<file path="config.mk">
export PLATFORM = sky130hd
export DESIGN_NAME = multi_timer_table_unit
export DESIGN_NICKNAME = d
export VERILOG_FILES = /design/src/rtl/mtt_pkg.sv /design/src/rtl/mtt_front.sv /design/src/rtl/mtt_back.sv /design/src/rtl/mtt_res_queue.sv /design/src/rtl/multi_timer_table_unit.sv
export SDC_FILE = /design/constraint.sdc
export NUM_CORES = 1
export LEC_CHECK = 0
export BUFFER_PORTS_ARGS = -buffer_cell sky130_fd_sc_hd__buf_4
export CELL_PAD_IN_SITES_DETAIL_PLACEMENT = 1
export CELL_PAD_IN_SITES_GLOBAL_PLACEMENT = 2
export CORE_MARGIN = 2
export CORE_UTILIZATION = 50
export DETAILED_ROUTE_END_ITERATION = 8
export PLACE_DENSITY = 0.88
export SLEW_MARGIN = 30
export SYNTH_ARGS = -nofsm -noshare
export SYNTH_HDL_FRONTEND = slang
export SYNTH_SLANG_ARGS = --single-unit
</file>
<file path="constraint.sdc">
create_clock -name clk -period 6.2 [get_ports clk]
set_clock_uncertainty 0.05 [all_clocks]
set_input_delay 0.62 -clock clk [delete_from_list [all_inputs] [get_ports clk]]
set_output_delay 0.62 -clock clk [all_outputs]
set_load 0.01 [all_outputs]
</file>
<file path="src/rtl/mtt_pkg.sv">
// shared types, constants and codes for the multi timer table
// no dependencies; every other rtl file imports this package
`default_nettype none

package mtt_pkg;

    // table geometry
    localparam int NUM_TIMERS = 16;
    localparam int TAG_WIDTH  = 16;
    localparam int SLOT_W     = $clog2(NUM_TIMERS);

    // fixed field widths of the transaction payloads
    localparam int OP_W      = 2;
    localparam int TIME_W    = 32;
    localparam int ID_W      = 4;
    localparam int TAG_FLD_W = 16;
    localparam int KIND_W    = 3;

    // queue depths, both powers of two so the pointers wrap naturally
    localparam int CMDQ_DEPTH = 2;
    localparam int CMDQ_AW    = $clog2(CMDQ_DEPTH);
    localparam int RESQ_DEPTH = 4;
    localparam int RESQ_AW    = $clog2(RESQ_DEPTH);

    // operation codes
    localparam logic [OP_W-1:0] OP_START = 2'd0;
    localparam logic [OP_W-1:0] OP_STOP  = 2'd1;
    localparam logic [OP_W-1:0] OP_TICK  = 2'd2;
    localparam logic [OP_W-1:0] OP_NONE  = 2'd3;

    // result kinds
    localparam logic [KIND_W-1:0] KIND_STARTED  = 3'd0;
    localparam logic [KIND_W-1:0] KIND_FULL     = 3'd1;
    localparam logic [KIND_W-1:0] KIND_STOPPED  = 3'd2;
    localparam logic [KIND_W-1:0] KIND_NOTFOUND = 3'd3;
    localparam logic [KIND_W-1:0] KIND_EXPIRED  = 3'd4;
    localparam logic [KIND_W-1:0] KIND_NONE     = 3'd5;

    // input transaction as seen on the ports
    typedef struct packed {
        logic [OP_W-1:0]      op;
        logic [TIME_W-1:0]    delay_ms;
        logic [ID_W-1:0]      timer_id;
        logic [TAG_FLD_W-1:0] event_tag;
    } in_item_t;

    // result transaction as seen on the ports
    typedef struct packed {
        logic [KIND_W-1:0]    kind;
        logic [ID_W-1:0]      timer_id_res;
        logic [TAG_FLD_W-1:0] event_tag_res;
        logic                 last;
    } out_item_t;

    // classified command held between front and back
    typedef struct packed {
        logic [OP_W-1:0]      op;
        logic [TIME_W-1:0]    delay_ms;
        logic [ID_W-1:0]      timer_id;
        logic [TAG_WIDTH-1:0] tag;
    } cmd_item_t;

    // command queue head as offered to the back end
    typedef struct packed {
        logic      valid;
        cmd_item_t item;
    } cmd_head_t;

    // result write from the back end into the result queue
    typedef struct packed {
        logic      wr;
        out_item_t item;
    } res_wr_t;

endpackage

`default_nettype wire

</file>
<file path="src/rtl/mtt_front.sv">
// front end: accepts input transactions, drops unused op codes, queues commands
// depends on mtt_pkg
`default_nettype none

module mtt_front
    import mtt_pkg::*;
(
    input  wire logic      clk,
    input  wire logic      rst_n,
    input  wire logic      push,
    output logic           full,
    input  wire in_item_t  cmd,
    output cmd_head_t      head,
    input  wire logic      take
);

    cmd_item_t              entry_reg [CMDQ_DEPTH];
    logic [CMDQ_AW-1:0]     wr_ptr_reg, wr_ptr_next;
    logic [CMDQ_AW-1:0]     rd_ptr_reg, rd_ptr_next;
    logic [CMDQ_AW:0]       count_reg, count_next;
    logic                   accept;
    logic                   enq;
    logic                   deq;
    cmd_item_t              cls_item;

    // classify: only real operations enter the queue
    assign full     = (count_reg == (CMDQ_AW+1)'(CMDQ_DEPTH));
    assign accept   = push && !full;
    assign enq      = accept && (cmd.op != OP_NONE);
    assign deq      = take && head.valid;

    always_comb
    begin
        cls_item.op         = cmd.op;
        cls_item.delay_ms   = cmd.delay_ms;
        cls_item.timer_id   = cmd.timer_id;
        cls_item.tag        = TAG_WIDTH'(cmd.event_tag);
    end

    // queue pointers and fill count
    always_comb
    begin
        wr_ptr_next = enq ? wr_ptr_reg + CMDQ_AW'(1) : wr_ptr_reg;
        rd_ptr_next = deq ? rd_ptr_reg + CMDQ_AW'(1) : rd_ptr_reg;
        count_next  = count_reg;
        if (enq && !deq)
        begin
            count_next = count_reg + (CMDQ_AW+1)'(1);
        end
        else if (deq && !enq)
        begin
            count_next = count_reg - (CMDQ_AW+1)'(1);
        end
    end

    always_ff @(posedge clk or negedge rst_n)
    begin
        if (!rst_n)
        begin
            wr_ptr_reg <= '0;
            rd_ptr_reg <= '0;
            count_reg  <= '0;
        end
        else
        begin
            wr_ptr_reg <= wr_ptr_next;
            rd_ptr_reg <= rd_ptr_next;
            count_reg  <= count_next;
        end
    end

    // queue storage
    always_ff @(posedge clk)
    begin
        if (enq)
        begin
            entry_reg[wr_ptr_reg] <= cls_item;
        end
    end

    assign head.valid = (count_reg != '0);
    assign head.item  = entry_reg[rd_ptr_reg];

endmodule

`default_nettype wire

</file>
<file path="src/rtl/mtt_back.sv">
// back end: timer slot state and the sequencer that carries out commands
// depends on mtt_pkg
`default_nettype none

module mtt_back
    import mtt_pkg::*;
(
    input  wire logic      clk,
    input  wire logic      rst_n,
    input  wire cmd_head_t head,
    output logic           take,
    output res_wr_t        res,
    input  wire logic      res_full
);

    localparam logic [1:0] ST_IDLE     = 2'd0;
    localparam logic [1:0] ST_START    = 2'd1;
    localparam logic [1:0] ST_TICK     = 2'd2;
    localparam logic [1:0] ST_TICK_END = 2'd3;

    localparam logic [SLOT_W-1:0] LAST_SLOT = SLOT_W'(NUM_TIMERS - 1);

    logic [1:0]              state_reg, state_next;
    logic [SLOT_W-1:0]       cur_reg, cur_next;
    logic [SLOT_W-1:0]       cnt_reg, cnt_next;
    logic [SLOT_W-1:0]       alloc_reg, alloc_next;
    logic [NUM_TIMERS-1:0]   active_reg, active_next;
    cmd_item_t               cmd_reg, cmd_next;
    logic                    pend_valid_reg, pend_valid_next;
    logic [SLOT_W-1:0]       pend_id_reg, pend_id_next;
    logic [TAG_WIDTH-1:0]    pend_tag_reg, pend_tag_next;

    logic [TIME_W-1:0]       rem_reg [NUM_TIMERS];
    logic [TAG_WIDTH-1:0]    tag_reg [NUM_TIMERS];
    logic                    rem_we;
    logic [TIME_W-1:0]       rem_wdata;
    logic                    tag_we;

    logic [SLOT_W-1:0]       cur_inc;
    logic [SLOT_W-1:0]       stop_idx;
    logic                    stop_hit;
    logic [TIME_W-1:0]       cur_rem;
    logic                    cur_expires;
    logic                    step;

    assign cur_inc     = (cur_reg == LAST_SLOT) ? '0 : cur_reg + SLOT_W'(1);
    assign stop_idx    = SLOT_W'(head.item.timer_id);
    assign stop_hit    = (32'(head.item.timer_id) < NUM_TIMERS) && active_reg[stop_idx];
    assign cur_rem     = rem_reg[cur_reg];
    assign cur_expires = active_reg[cur_reg] && (cur_rem <= 32'd1);

    // sequencer
    always_comb
    begin
        state_next      = state_reg;
        cur_next        = cur_reg;
        cnt_next        = cnt_reg;
        alloc_next      = alloc_reg;
        active_next     = active_reg;
        cmd_next        = cmd_reg;
        pend_valid_next = pend_valid_reg;
        pend_id_next    = pend_id_reg;
        pend_tag_next   = pend_tag_reg;
        take            = 1'b0;
        res             = '0;
        rem_we          = 1'b0;
        rem_wdata       = cmd_reg.delay_ms;
        tag_we          = 1'b0;
        step            = 1'b0;

        case (state_reg)
            ST_IDLE:
            begin
                if (head.valid)
                begin
                    case (head.item.op)
                        OP_START:
                        begin
                            take       = 1'b1;
                            cmd_next   = head.item;
                            cur_next   = alloc_reg;
                            cnt_next   = '0;
                            state_next = ST_START;
                        end
                        OP_STOP:
                        begin
                            if (!res_full)
                            begin
                                take                  = 1'b1;
                                res.wr                = 1'b1;
                                res.item.timer_id_res = head.item.timer_id;
                                res.item.last         = 1'b1;
                                if (stop_hit)
                                begin
                                    res.item.kind         = KIND_STOPPED;
                                    active_next[stop_idx] = 1'b0;
                                end
                                else
                                begin
                                    res.item.kind = KIND_NOTFOUND;
                                end
                            end
                        end
                        OP_TICK:
                        begin
                            take            = 1'b1;
                            cur_next        = '0;
                            pend_valid_next = 1'b0;
                            state_next      = ST_TICK;
                        end
                        default:
                        begin
                            take = 1'b1;
                        end
                    endcase
                end
            end

            // search for a free slot from the rotating pointer
            ST_START:
            begin
                if (!active_reg[cur_reg])
                begin
                    if (!res_full)
                    begin
                        res.wr                = 1'b1;
                        res.item.kind         = KIND_STARTED;
                        res.item.timer_id_res = ID_W'(cur_reg);
                        res.item.last         = 1'b1;
                        active_next[cur_reg]  = 1'b1;
                        rem_we                = 1'b1;
                        tag_we                = 1'b1;
                        alloc_next            = cur_reg;
                        state_next            = ST_IDLE;
                    end
                end
                else if (cnt_reg == LAST_SLOT)
                begin
                    if (!res_full)
                    begin
                        res.wr        = 1'b1;
                        res.item.kind = KIND_FULL;
                        res.item.last = 1'b1;
                        state_next    = ST_IDLE;
                    end
                end
                else
                begin
                    cur_next = cur_inc;
                    cnt_next = cnt_reg + SLOT_W'(1);
                end
            end

            // walk all slots; hold back one expiry so the final one gets last
            ST_TICK:
            begin
                if (cur_expires)
                begin
                    if (!(pend_valid_reg && res_full))
                    begin
                        if (pend_valid_reg)
                        begin
                            res.wr                 = 1'b1;
                            res.item.kind          = KIND_EXPIRED;
                            res.item.timer_id_res  = ID_W'(pend_id_reg);
                            res.item.event_tag_res = TAG_FLD_W'(pend_tag_reg);
                        end
                        pend_valid_next      = 1'b1;
                        pend_id_next         = cur_reg;
                        pend_tag_next        = tag_reg[cur_reg];
                        active_next[cur_reg] = 1'b0;
                        step                 = 1'b1;
                    end
                end
                else
                begin
                    if (active_reg[cur_reg])
                    begin
                        rem_we    = 1'b1;
                        rem_wdata = cur_rem - 32'd1;
                    end
                    step = 1'b1;
                end
                if (step)
                begin
                    if (cur_reg == LAST_SLOT)
                    begin
                        state_next = ST_TICK_END;
                    end
                    else
                    begin
                        cur_next = cur_reg + SLOT_W'(1);
                    end
                end
            end

            ST_TICK_END:
            begin
                if (!res_full)
                begin
                    res.wr        = 1'b1;
                    res.item.last = 1'b1;
                    if (pend_valid_reg)
                    begin
                        res.item.kind          = KIND_EXPIRED;
                        res.item.timer_id_res  = ID_W'(pend_id_reg);
                        res.item.event_tag_res = TAG_FLD_W'(pend_tag_reg);
                    end
                    else
                    begin
                        res.item.kind = KIND_NONE;
                    end
                    state_next = ST_IDLE;
                end
            end

            default:
            begin
                state_next = ST_IDLE;
            end
        endcase
    end

    // control state
    always_ff @(posedge clk or negedge rst_n)
    begin
        if (!rst_n)
        begin
            state_reg      <= ST_IDLE;
            cur_reg        <= '0;
            cnt_reg        <= '0;
            alloc_reg      <= '0;
            active_reg     <= '0;
            pend_valid_reg <= 1'b0;
        end
        else
        begin
            state_reg      <= state_next;
            cur_reg        <= cur_next;
            cnt_reg        <= cnt_next;
            alloc_reg      <= alloc_next;
            active_reg     <= active_next;
            pend_valid_reg <= pend_valid_next;
        end
    end

    // payload registers
    always_ff @(posedge clk)
    begin
        cmd_reg      <= cmd_next;
        pend_id_reg  <= pend_id_next;
        pend_tag_reg <= pend_tag_next;
    end

    // slot remaining time and tag, one write port at the current slot
    always_ff @(posedge clk)
    begin
        if (rem_we)
        begin
            rem_reg[cur_reg] <= rem_wdata;
        end
        if (tag_we)
        begin
            tag_reg[cur_reg] <= cmd_reg.tag;
        end
    end

endmodule

`default_nettype wire

</file>
<file path="src/rtl/mtt_res_queue.sv">
// result queue: holds finished results until the consumer pops them
// depends on mtt_pkg
`default_nettype none

module mtt_res_queue
    import mtt_pkg::*;
(
    input  wire logic      clk,
    input  wire logic      rst_n,
    input  wire res_wr_t   res,
    output logic           res_full,
    output logic           empty,
    input  wire logic      pop,
    output out_item_t      result
);

    out_item_t              entry_reg [RESQ_DEPTH];
    logic [RESQ_AW-1:0]     wr_ptr_reg, wr_ptr_next;
    logic [RESQ_AW-1:0]     rd_ptr_reg, rd_ptr_next;
    logic [RESQ_AW:0]       count_reg, count_next;
    logic                   deq;

    assign res_full = (count_reg == (RESQ_AW+1)'(RESQ_DEPTH));
    assign empty    = (count_reg == '0);
    assign deq      = pop && !empty;
    assign result   = entry_reg[rd_ptr_reg];

    // pointers and fill count
    always_comb
    begin
        wr_ptr_next = res.wr ? wr_ptr_reg + RESQ_AW'(1) : wr_ptr_reg;
        rd_ptr_next = deq ? rd_ptr_reg + RESQ_AW'(1) : rd_ptr_reg;
        count_next  = count_reg;
        if (res.wr && !deq)
        begin
            count_next = count_reg + (RESQ_AW+1)'(1);
        end
        else if (deq && !res.wr)
        begin
            count_next = count_reg - (RESQ_AW+1)'(1);
        end
    end

    always_ff @(posedge clk or negedge rst_n)
    begin
        if (!rst_n)
        begin
            wr_ptr_reg <= '0;
            rd_ptr_reg <= '0;
            count_reg  <= '0;
        end
        else
        begin
            wr_ptr_reg <= wr_ptr_next;
            rd_ptr_reg <= rd_ptr_next;
            count_reg  <= count_next;
        end
    end

    // storage
    always_ff @(posedge clk)
    begin
        if (res.wr)
        begin
            entry_reg[wr_ptr_reg] <= res.item;
        end
    end

endmodule

`default_nettype wire

</file>
<file path="src/rtl/multi_timer_table_unit.sv">
// top level of the multi timer table: front end, back end and result queue
// depends on mtt_pkg, mtt_front, mtt_back, mtt_res_queue
//
// A table of NUM_TIMERS one-shot millisecond timers behind two queue-style
// ports. A start transaction takes the first free slot searching upward from
// the slot last assigned, a stop frees a slot, and a tick ages every active
// timer by one and reports each one that runs out in ascending slot order
// (or one none-expired result), with last set on the final result. Commands
// enter a two-entry queue and a sequencer steps through the slots one per
// cycle while the result queue (four entries) has room. A stop is handled
// from idle, a start probes slots until one is free or all are seen, a tick
// visits every slot and then writes its final result. New commands are
// accepted while earlier ones are in progress until the command queue fills.
`default_nettype none

module multi_timer_table_unit
    import mtt_pkg::*;
(
    input  wire logic      clk,
    input  wire logic      rst_n,
    input  wire logic      push,
    output logic           full,
    input  wire in_item_t  cmd,
    output logic           empty,
    input  wire logic      pop,
    output out_item_t      result
);

    cmd_head_t  head;
    logic       take;
    res_wr_t    res;
    logic       res_full;

    // accept and classify
    mtt_front u_front (
        .clk   (clk),
        .rst_n (rst_n),
        .push  (push),
        .full  (full),
        .cmd   (cmd),
        .head  (head),
        .take  (take)
    );

    // slot table and sequencer
    mtt_back u_back (
        .clk      (clk),
        .rst_n    (rst_n),
        .head     (head),
        .take     (take),
        .res      (res),
        .res_full (res_full)
    );

    // result buffering
    mtt_res_queue u_res_queue (
        .clk      (clk),
        .rst_n    (rst_n),
        .res      (res),
        .res_full (res_full),
        .empty    (empty),
        .pop      (pop),
        .result   (result)
    );

endmodule

`default_nettype wire

</file>
== Word level (Yosys, flattened, before mapping) ==
Memories as Yosys holds them, arrays and structs flattened. A register that Yosys moved wholly into a read port is not among the register bits.
Index checks and enable logic that the tools add are counted.

* Register bits after elaboration: 94
* Latch bits: 0
* Bits in writable memories: 972
* Memory bits (read-only): 0
* Bits of input ports: 58
* Output and inout port bits: 26
* Word-level logic and storage cells: 197
* Memories: 4

{| class="wikitable"
|+ Memories
! memory !! depth !! bits a word !! read ports !! clocked after memory_dff !! wr ports !! line !! source
|-
| u_back.rem_reg || 16 || 32 || 1 || 0 || 1 || mtt_back.sv:33 || <nowiki>logic [TIME_W-1:0] rem_reg [NUM_TIMERS];</nowiki>
|-
| u_back.tag_reg || 16 || 16 || 1 || 1 || 1 || mtt_back.sv:34 || <nowiki>logic [TAG_WIDTH-1:0] tag_reg [NUM_TIMERS];</nowiki>
|-
| u_front.entry_reg || 2 || 54 || 1 || 0 || 1 || mtt_front.sv:17 || <nowiki>cmd_item_t entry_reg [CMDQ_DEPTH];</nowiki>
|-
| u_res_queue.entry_reg || 4 || 24 || 1 || 0 || 1 || mtt_res_queue.sv:17 || <nowiki>out_item_t entry_reg [RESQ_DEPTH];</nowiki>
|}

* Add/subtract/negate cells: 11
* Multipliers: 0
* Div/mod/pow operators: 0
* Order comparisons: 5
* Equality and inequality tests: 27
* Shift-type cells: 0
* Multiplexer cells: 92
* Bitwise logic cells: 8
* Reduce and logical (&&, ||, !) cells: 35

{| class="wikitable"
|+ Operators with widths
! kind !! count
|-
| $mux W16 || 8
|-
| $mux W32 || 3
|-
| $mux W24 || 3
|-
| $mux W4 || 14
|-
| $pmux W16 S3 || 1
|-
| $mux W1 || 33
|-
| $and A16 B16 Y16 || 2
|-
| $le A32 B1 Y1 const B || 1
|-
| $mux W8 || 4
|-
| $not A16 Y16 || 2
|-
| $pmux W16 S2 || 1
|-
| $pmux W8 S4 || 1
|-
| $sub A32 B1 Y32 const B || 1
|-
| $mux W25 || 1
|-
| $ne A2 B2 Y1 const B || 12
|-
| $mux W20 || 1
|-
| $mux W2 || 8
|-
| $or A16 B16 Y16 || 1
|-
| $pmux W4 S2 || 2
|-
| $reduce_and A5 Y1 || 3
|-
| $logic_and A1 B1 Y1 || 12
|-
| $pmux W4 S3 || 1
|-
| $lt A4 B5 Y1 const B || 2
|-
| $reduce_bool A2 Y1 || 5
|-
| 29 further kinds || 56
|}

== Longest topological paths before layout ==
Gate-level depths: netlist of run 1.
An unclocked memory read counts as a cell.

* Word-level depth: 12
* Depth in mapped cells: 20
* Gate-level depth less buffers: 15

== Modules after synthesis ==
Synthesis of run 1 repeated with hierarchy kept, for this count alone.

* Cell total of the unflattened synthesis: 2026
* Area total of the unflattened synthesis: 42752.3 µm²

{| class="wikitable"
|+ Modules (own cells, without submodules)
! module !! times used !! cells each !! area each (µm²) !! sequential area each (µm²)
|-
| mtt_back || 1 || 1677 || 34479.3 || 25879.8
|-
| mtt_front || 1 || 188 || 4364.2 || 3343.2
|-
| mtt_res_queue || 1 || 161 || 3908.7 || 3057.9
|}

== Worst setup path after synthesis of run 1 ==
OpenSTA, ideal clock, no wires.

* Path type: reg-to-reg
* Start point: reg u_back.cur_reg[1]
* End point: mem u_back.rem_reg[10][0], enable pin
* Library setup time: 421 ps
* Arrival: 5004 ps
* Data required time: 5729 ps
* Path slack: 725 ps
* Cell stages (with the launch flop): 16
* Cell sequence: dfrtp_1 buf_4 buf_4 buf_4 clkbuf_1 buf_1 mux4_2 mux4_2 ha_1 nor2_1 nor3_1 and3_1 a31oi_1 clkbuf_1 o21ai_1 nor2_1

* Cells in the longest elaborated chain, start to end: 7
* Elaborated cells between the ends (all ways): 11

{| class="wikitable"
|+ Ends and longest elaborated chain
! what !! line !! source
|-
| from (decl) || mtt_back.sv:24 || <nowiki>logic [SLOT_W-1:0] cur_reg, cur_next;</nowiki>
|-
| from (signal assigned) || mtt_back.sv:239 || <nowiki>cur_reg <= cur_next;</nowiki>
|-
| $mem_v2 Z16 W32 or $bmux W1 S4 (tied branches) || n/a ||
|-
| $le A32 B1 Y1 or $mux W1 (tied branches) || mtt_back.sv:50, mtt_back.sv:122, mtt_back.sv:177 ||
|-
| $logic_and A1 B1 Y1 or $mux W1 (tied branches) || mtt_back.sv:50, mtt_back.sv:177 ||
|-
| $mux W1 || mtt_back.sv:157 || <nowiki>if (cur_expires)</nowiki>
|-
| $pmux W1 S2 || mtt_back.sv:71 || <nowiki>case (state_reg)</nowiki>
|-
| $mux W1 || mtt_back.sv:258 || <nowiki>if (rem_we)</nowiki>
|-
| $mux W1 (not written as such) || mtt_back.sv:260 || <nowiki>rem_reg[cur_reg] <= rem_wdata;</nowiki>
|-
| to (decl) || mtt_back.sv:33 ||
|}

Parallel ways exist; a longest one is shown, timed or not. The select of a mux whose other input is x is not followed.

== Worst setup path after layout of run 1 ==
* Start point: reg u_back.cur_reg[0]
* End point: mem u_back.rem_reg[6][12], enable pin

Same word-level chain as after synthesis.

==> results of run 1 <==
-- report_power, final --
group	total [mW]	switching (mW)	internal (mW)
Sequential	9.67	0.404	9.26
Clock	6.74	2.76	3.98
Combinational	5.27	3.23	2.04
Total	21.7	6.39	15.3
-- metal layers --
layer  track usage, %  part of all wire [%]
met4             7.96                   2.4
met3             5.39                   9.3
met2             42.0                    50
met1             34.6                    38
met5                0                     0
-- repair_timing --
| item | in CTS | in global routing |
|---|---|---|
| buffers inserted | 0 | 0 |
| endpoints found under the setup margin | 0 | 0 |
| gates resized for setup | 0 | 0 |
| hold buffers | 1 | 0 |
| endpoints found under the hold margin | 42 | 0 |
-- cell usage after synthesis, types with 10 or more instances --
cell      number
a31oi_1       34
nand2_1       69
a21oi_1       34
mux2i_1       10
xnor2_1       30
edfxtp_1    1040
clkbuf_1      51
nor4_1        10
buf_2         13
and2_1        25
nor2_1        96
o21ai_0       13
o22ai_1       17
buf_1         17
mux4_2       247
nand4_1       12
a22oi_1       46
inv_1         22
mux2_2        55
ha_1          18
dfrtp_1       42
nor3_1        17
-- worst paths after layout --
kind	to	slack [ns]	cells past startpoint
min	u_front.entry_reg[0][35]	0.08	1
max reg2reg	u_back.rem_reg[6][12]	0.40	12
min in group asynchronous	u_front.wr_ptr_reg	0.43	2
max	u_back.rem_reg[6][12]	0.40	12
min reg2reg	u_res_queue.count_reg[2]	0.48	1
max in group asynchronous	u_res_queue.rd_ptr_reg[1]	5.19	2
-- metrics by stage --
step | setup slack [ns] | cells | hold WS [ns] | utilization, %
2_1_floorplan | 0.725 | 2037 | 0.274 | -
3_3_place_gp | 0.521 | 3235 | 0.439 | 53.5
3_5_place_dp | 0.283 | 3236 | 0.461 | 53.5
4_1_cts | 0.238 | 3436 | 0.0431 | 57.9
5_1_grt | 0.146 | 3436 | 0.0568 | 58.0
6_report | 0.399 | 3436 | 0.0762 | 58.0
-- layout make-up --
cell class / instances / area share [%]
well taps: 1134 / 2.92
clock inverters: 60 / 1.37
flip-flops and latches: 1082 / 66.5
clock buffers: 139 / 6.17
multi-input cells: 835 / 20.1
inverters: 23 / 0.178
repair buffers: 163 / 2.78
-- cell families after synthesis --
kind of cell               count (synthesis)  share of synthesized area (%)
AOI/OAI and AO/OA                        176                           2.79
xor gates and xnor gates                  39                          0.807
adders and majority gates                 19                          0.580
buffers and inverters                    120                           1.34
DFF                                     1082                           76.3
muxes                                    314                           14.9
and+or+nand+nor                          287                           3.31
==> metrics.txt, run 1 <==
status=completed; fill count=7082; Seq. cell area=32300 um^2; critical path data arrival time=just over 6 ns; sequential area share after synthesis=approximately 76%; Async SR Flop Fraction=3.88%; drt drc=0; CTS tree=built; number of synthesized flops with an enable pin=1040; Synth area leaders=edfxtp_1 (74%), mux4_2 (13%), dfrtp_1 (2.5%); Root Driver=clkbuf_16; Std-Cell Rows=106; clock-pin slew on the worst setup and hold paths=roughly 0.070 ns; first-pass GRT wire length=160000 um; Vias/cell=6.32; syn_nets=2114; DR pass1 iterations=6; Worst-Margin Slew=0.899 ns; Syn Inst Count=approximately 2000; drt total wl=109000 um; final setup vio count=0; commonest non-fill, non-tap cells in the layout=edfxtp_1 (1040), mux4_2 (247), buf_4 (152); commonest non-fill, non-tap cell in the layout=edfxtp_1; initial antenna violation count=0; CTS Buf Count=109; Max Freq=172 MHz; crit-path cells=buf_4 -> buf_4 -> mux4_2 -> a22oi_1 -> nand2_1 -> nor4_1 -> buf_4 -> and3_1 -> a31oi_4 -> o21ai_1 -> nor2_4 -> buf_4; Critical Path RT=6.51 ns; delay of the slowest critical-path stage=0.87 ns; initial core utilization=50.6%; H-tree depth=3; syn_area_per_cell=between 20 and 25 um^2; Slew HR=38.3%; max reg flops=just over 500; Tot Pwr=21.7 mW; multi-input logic area=9760 um^2; critical path capture point type=register; DPL Wire Length=roughly 61000 um; ys flop type=edfxtp_1; Worst Hold Class=input port to register; Synth top area share=73.8%; synth unique cells=64; Worst Setup Start Kind=register; setup TNS=0 ns; Yosys Warn Count=0; Area Overhead vs Synth=14.8%; number of clock sinks=1082; largest net degree at the start of global routing=55; Ant. Diodes=0; crit path launch=u_back.cur_reg[0]; pins over their slew limit=0; most frequent CP cell=buf_4; CP Class=register to register; reg-to-reg critical path startpoint=u_back.cur_reg[0]; Tmin final=5.80 ns; total grt overflow=0; ANT nets after route=0; Clock Latency Late Sink=0.68 ns; vias=21700; critical path buffer and inverter count=4; vias in the first global route=around 23000; Die X=roughly 300 um; RSZ-0062 raised after global routing=no; Die Y=295 um; Hold Fails Final Rpt=0; power density over the cells=446 nW/um^2; clk buf depth=3; Max stage delay cell, worst path=dfrtp_4; 1st-iter DRT viols=between 2000 and 3000; Finished Cell Area=48600 um^2; core area=83700 um^2; Syn Std Cell Area=42300 um^2; global-route usage over all layers=25.5%; layout cells sized above 1=30.4%; static leakage=15.4 nW; Die Area=87000 um^2; quantity of I/O buffers inserted on ports=83; Yosys reg bits=1082; Max-cap violations=0; I/O Pins=84; Tcrit/Tclk final=93.6%; Final Net Count=2291; WL/cell=31.6 um; Synth area leader=edfxtp_1; GP Congestion=approximately 0.8; hold_sp=cmd[35]; Crit Path Max Fanout=33; Peak supply drop=around 0.3 mV; Largest delay share family, worst path=buffers and inverters; placed cell area=44800 um^2
Power figures use the tool's default switching activity.
==> run 2: changes to the inputs <==
--- a/config.mk
+++ b/config.mk
@@ -11,7 +11,8 @@
 export CORE_MARGIN = 2
 export CORE_UTILIZATION = 50
 export DETAILED_ROUTE_END_ITERATION = 8
-export PLACE_DENSITY = 0.88
+export MAX_ROUTING_LAYER = met4
+export PLACE_DENSITY = 0.75
 export SLEW_MARGIN = 30
 export SYNTH_ARGS = -nofsm -noshare
 export SYNTH_HDL_FRONTEND = slang
==> run 2 against run 1 <==
Final cell count up 0.67%. Global-route usage down 0.56 points. Combinational power about the same. Power down 1.1%. Largest cell class unchanged. Clock power down 3.0%.
==> metrics.txt, run 2 (same netlist as run 1, synthesis figures left out) <==
critical path data arrival time=5.80 ns (-0.31 ns); worst hold margin=0.0441 ns (-0.0321 ns); drt total wl=103000 um (-5.2%); Slew HR=30.7% (-7.6 points); fill count=7017 (-0.92%); critical path capture point type=register; global-route usage over all layers=25.0% (-0.56 points); Die Area=87000 um^2 (unchanged); Peak supply drop=0.268 mV (-10%); vias in the first global route=22700 (-3.3%); CTS Buf Count=107 (-1.8%); top sig layer=met4; commonest non-fill, non-tap cell in the layout=edfxtp_1; DR pass1 iterations=6 (unchanged); Crit Path Max Fanout=21 (-36%); commonest non-fill, non-tap cells in the layout=edfxtp_1 (1040), mux4_2 (247), buf_4 (157); Die Y=295 um (unchanged); I/O Pins=84 (unchanged); Std-Cell Rows=106 (unchanged); final setup vio count=0 (unchanged); most frequent CP cell=mux4_2; Worst Setup Start Kind=register; critical path buffer and inverter count=2 (-2); Root Driver=clkbuf_16; crit-path cells=buf_4 -> mux4_2 -> mux4_2 -> or2_1 -> nor3_1 -> and3_1 -> a31oi_4 -> o21ai_1 -> nor2_4 -> buf_12; CP Class=register to register; layout cells sized above 1=31.1% (+0.73 points); largest net degree at the start of global routing=61 (+11%); Worst Hold Class=input port to register; ANT nets after route=0 (unchanged); met1 wire length=43400 um (+4.8%); Critical Path RT=6.59 ns (+0.08 ns); RSZ-0062 raised after global routing=no; clk buf depth=3 (unchanged); status=completed; pins over their slew limit=0 (unchanged); Die X=295 um (unchanged); core area=83700 um^2 (unchanged); first-pass GRT wire length=152000 um (-5.2%); Setup Fix Bufs, Post-CTS=0 (unchanged); WL/cell=29.8 um (-5.8%); Max Freq=185 MHz (+7.2%); 1st-iter DRT viols=2092 (-30%); Clock Latency Late Sink=0.71 ns (+0.03 ns); setup TNS=0 ns (unchanged); initial core utilization=50.6% (unchanged); Ant. Diodes=0 (unchanged); GP Congestion=0.834 (+4.4%); H-tree depth=3 (unchanged); wire length on met3=6790 um (-32%); drt drc=0 (unchanged); total grt overflow=0 (unchanged); Area Overhead vs Synth=15.4%; Tcrit/Tclk final=87.3% (-6.3 points); Max-cap violations=0 (unchanged); vias=21100 (-3.0%); Max stage delay cell, worst path=dfrtp_4; CTS tree=built; Largest delay share family, worst path=simple AND/OR/NAND/NOR gates; Final Net Count=2310 (+0.83%); initial antenna violation count=2 (+2); static leakage=15.5 nW (+0.66%); quantity of I/O buffers inserted on ports=83 (unchanged); max reg flops=512 (unchanged); Tmin final=5.41 ns (-0.391 ns); Worst-Margin Slew=1.04 ns (+0.139 ns); number of clock sinks=1082 (unchanged); CTS-repair resized insts=0 (unchanged); DPL Wire Length=61800 um (+1.3%); DR WL met2=50300 um (-7.7%); power density over the cells=439 nW/um^2 (-1.7%); delay of the slowest critical-path stage=0.76 ns (-0.11 ns); Vias/cell=6.09 (-3.6%); Hold Fails Final Rpt=0 (unchanged); clock-pin slew on the worst setup and hold paths=0.06 ns (about the same)
-- run 2: cell types whose count changed in the layout (fill, tap and decap cells not counted), moves of 4 or more --
| cell | delta |
|---|---|
| buf_12 | +15 |
| clkbuf_1 | -9 |
| clkinv_2 | +8 |
| clkbuf_16 | -7 |
| buf_4 | +5 |
| clkinv_16 | +5 |
| clkinv_1 | +4 |
-- run 2: path summary, 6_finish.rpt --
kind                                                 end  cells after the start           startpoint  slack [ns]
worst min register to register       u_back.alloc_reg[2]                      1  u_back.alloc_reg[2]        0.47
worst min-delay path            u_front.entry_reg[0][14]                      1              cmd[14]        0.04
worst max register to register      u_back.rem_reg[7][9]                     10    u_back.cur_reg[0]        0.79
min in group asynchronous             u_front.wr_ptr_reg                      2                rst_n        0.44
worst max-delay path                u_back.rem_reg[7][9]                     10    u_back.cur_reg[0]        0.79
max in group asynchronous              u_back.cur_reg[3]                      2                rst_n        5.15
-- run 2: layer usage --
layer	vias up	track usage, %
met5	-	-
met4	0	7.07
met3	174	5.38
met2	826	38.6
met1	11300	33.9
li1	8824	-
-- run 2: stage by stage --
step	power, mW	std cells	setup WS (ns)	cell area (um^2)	utilization (%)
6_report	21.4	3459	0.789	48800	58.4
3_3_place_gp	14.8	3254	0.794	45100	53.9
2_1_floorplan	13.0	2037	0.725	42300	-
3_5_place_dp	15.0	3254	0.696	45100	53.9
5_1_grt	22.3	3459	0.524	48800	58.4
4_1_cts	21.5	3459	0.522	48700	58.2
-- run 2: final cells by class --
cell class / instances / area, um^2 / share of cell area, %
Clock buffer: 122 / 2770 / 5.68
Clock inverter: 79 / 823 / 1.69
Inverter: 23 / 86.3 / 0.177
Multi-Input combinational cell: 835 / 9760 / 20.0
Sequential cell: 1082 / 32300 / 66.1
Tap cell: 1134 / 1420 / 2.91
Timing Repair Buffer: 184 / 1680 / 3.44
-- run 2: power by group --
part / switching, mW / leakage [nW] / internal (mW)
logic: 3.21 / 3.81 / 2.08
registers: 0.345 / 9.96 / 9.26
clock network: 2.83 / 1.76 / 3.71
total: 6.39 / 15.5 / 15.0
-- run 2: what timing repair did --
item	CTS	global route
endpoints found under the setup margin	0	0
hold endpoints to repair	47	0
hold buffers	4	0
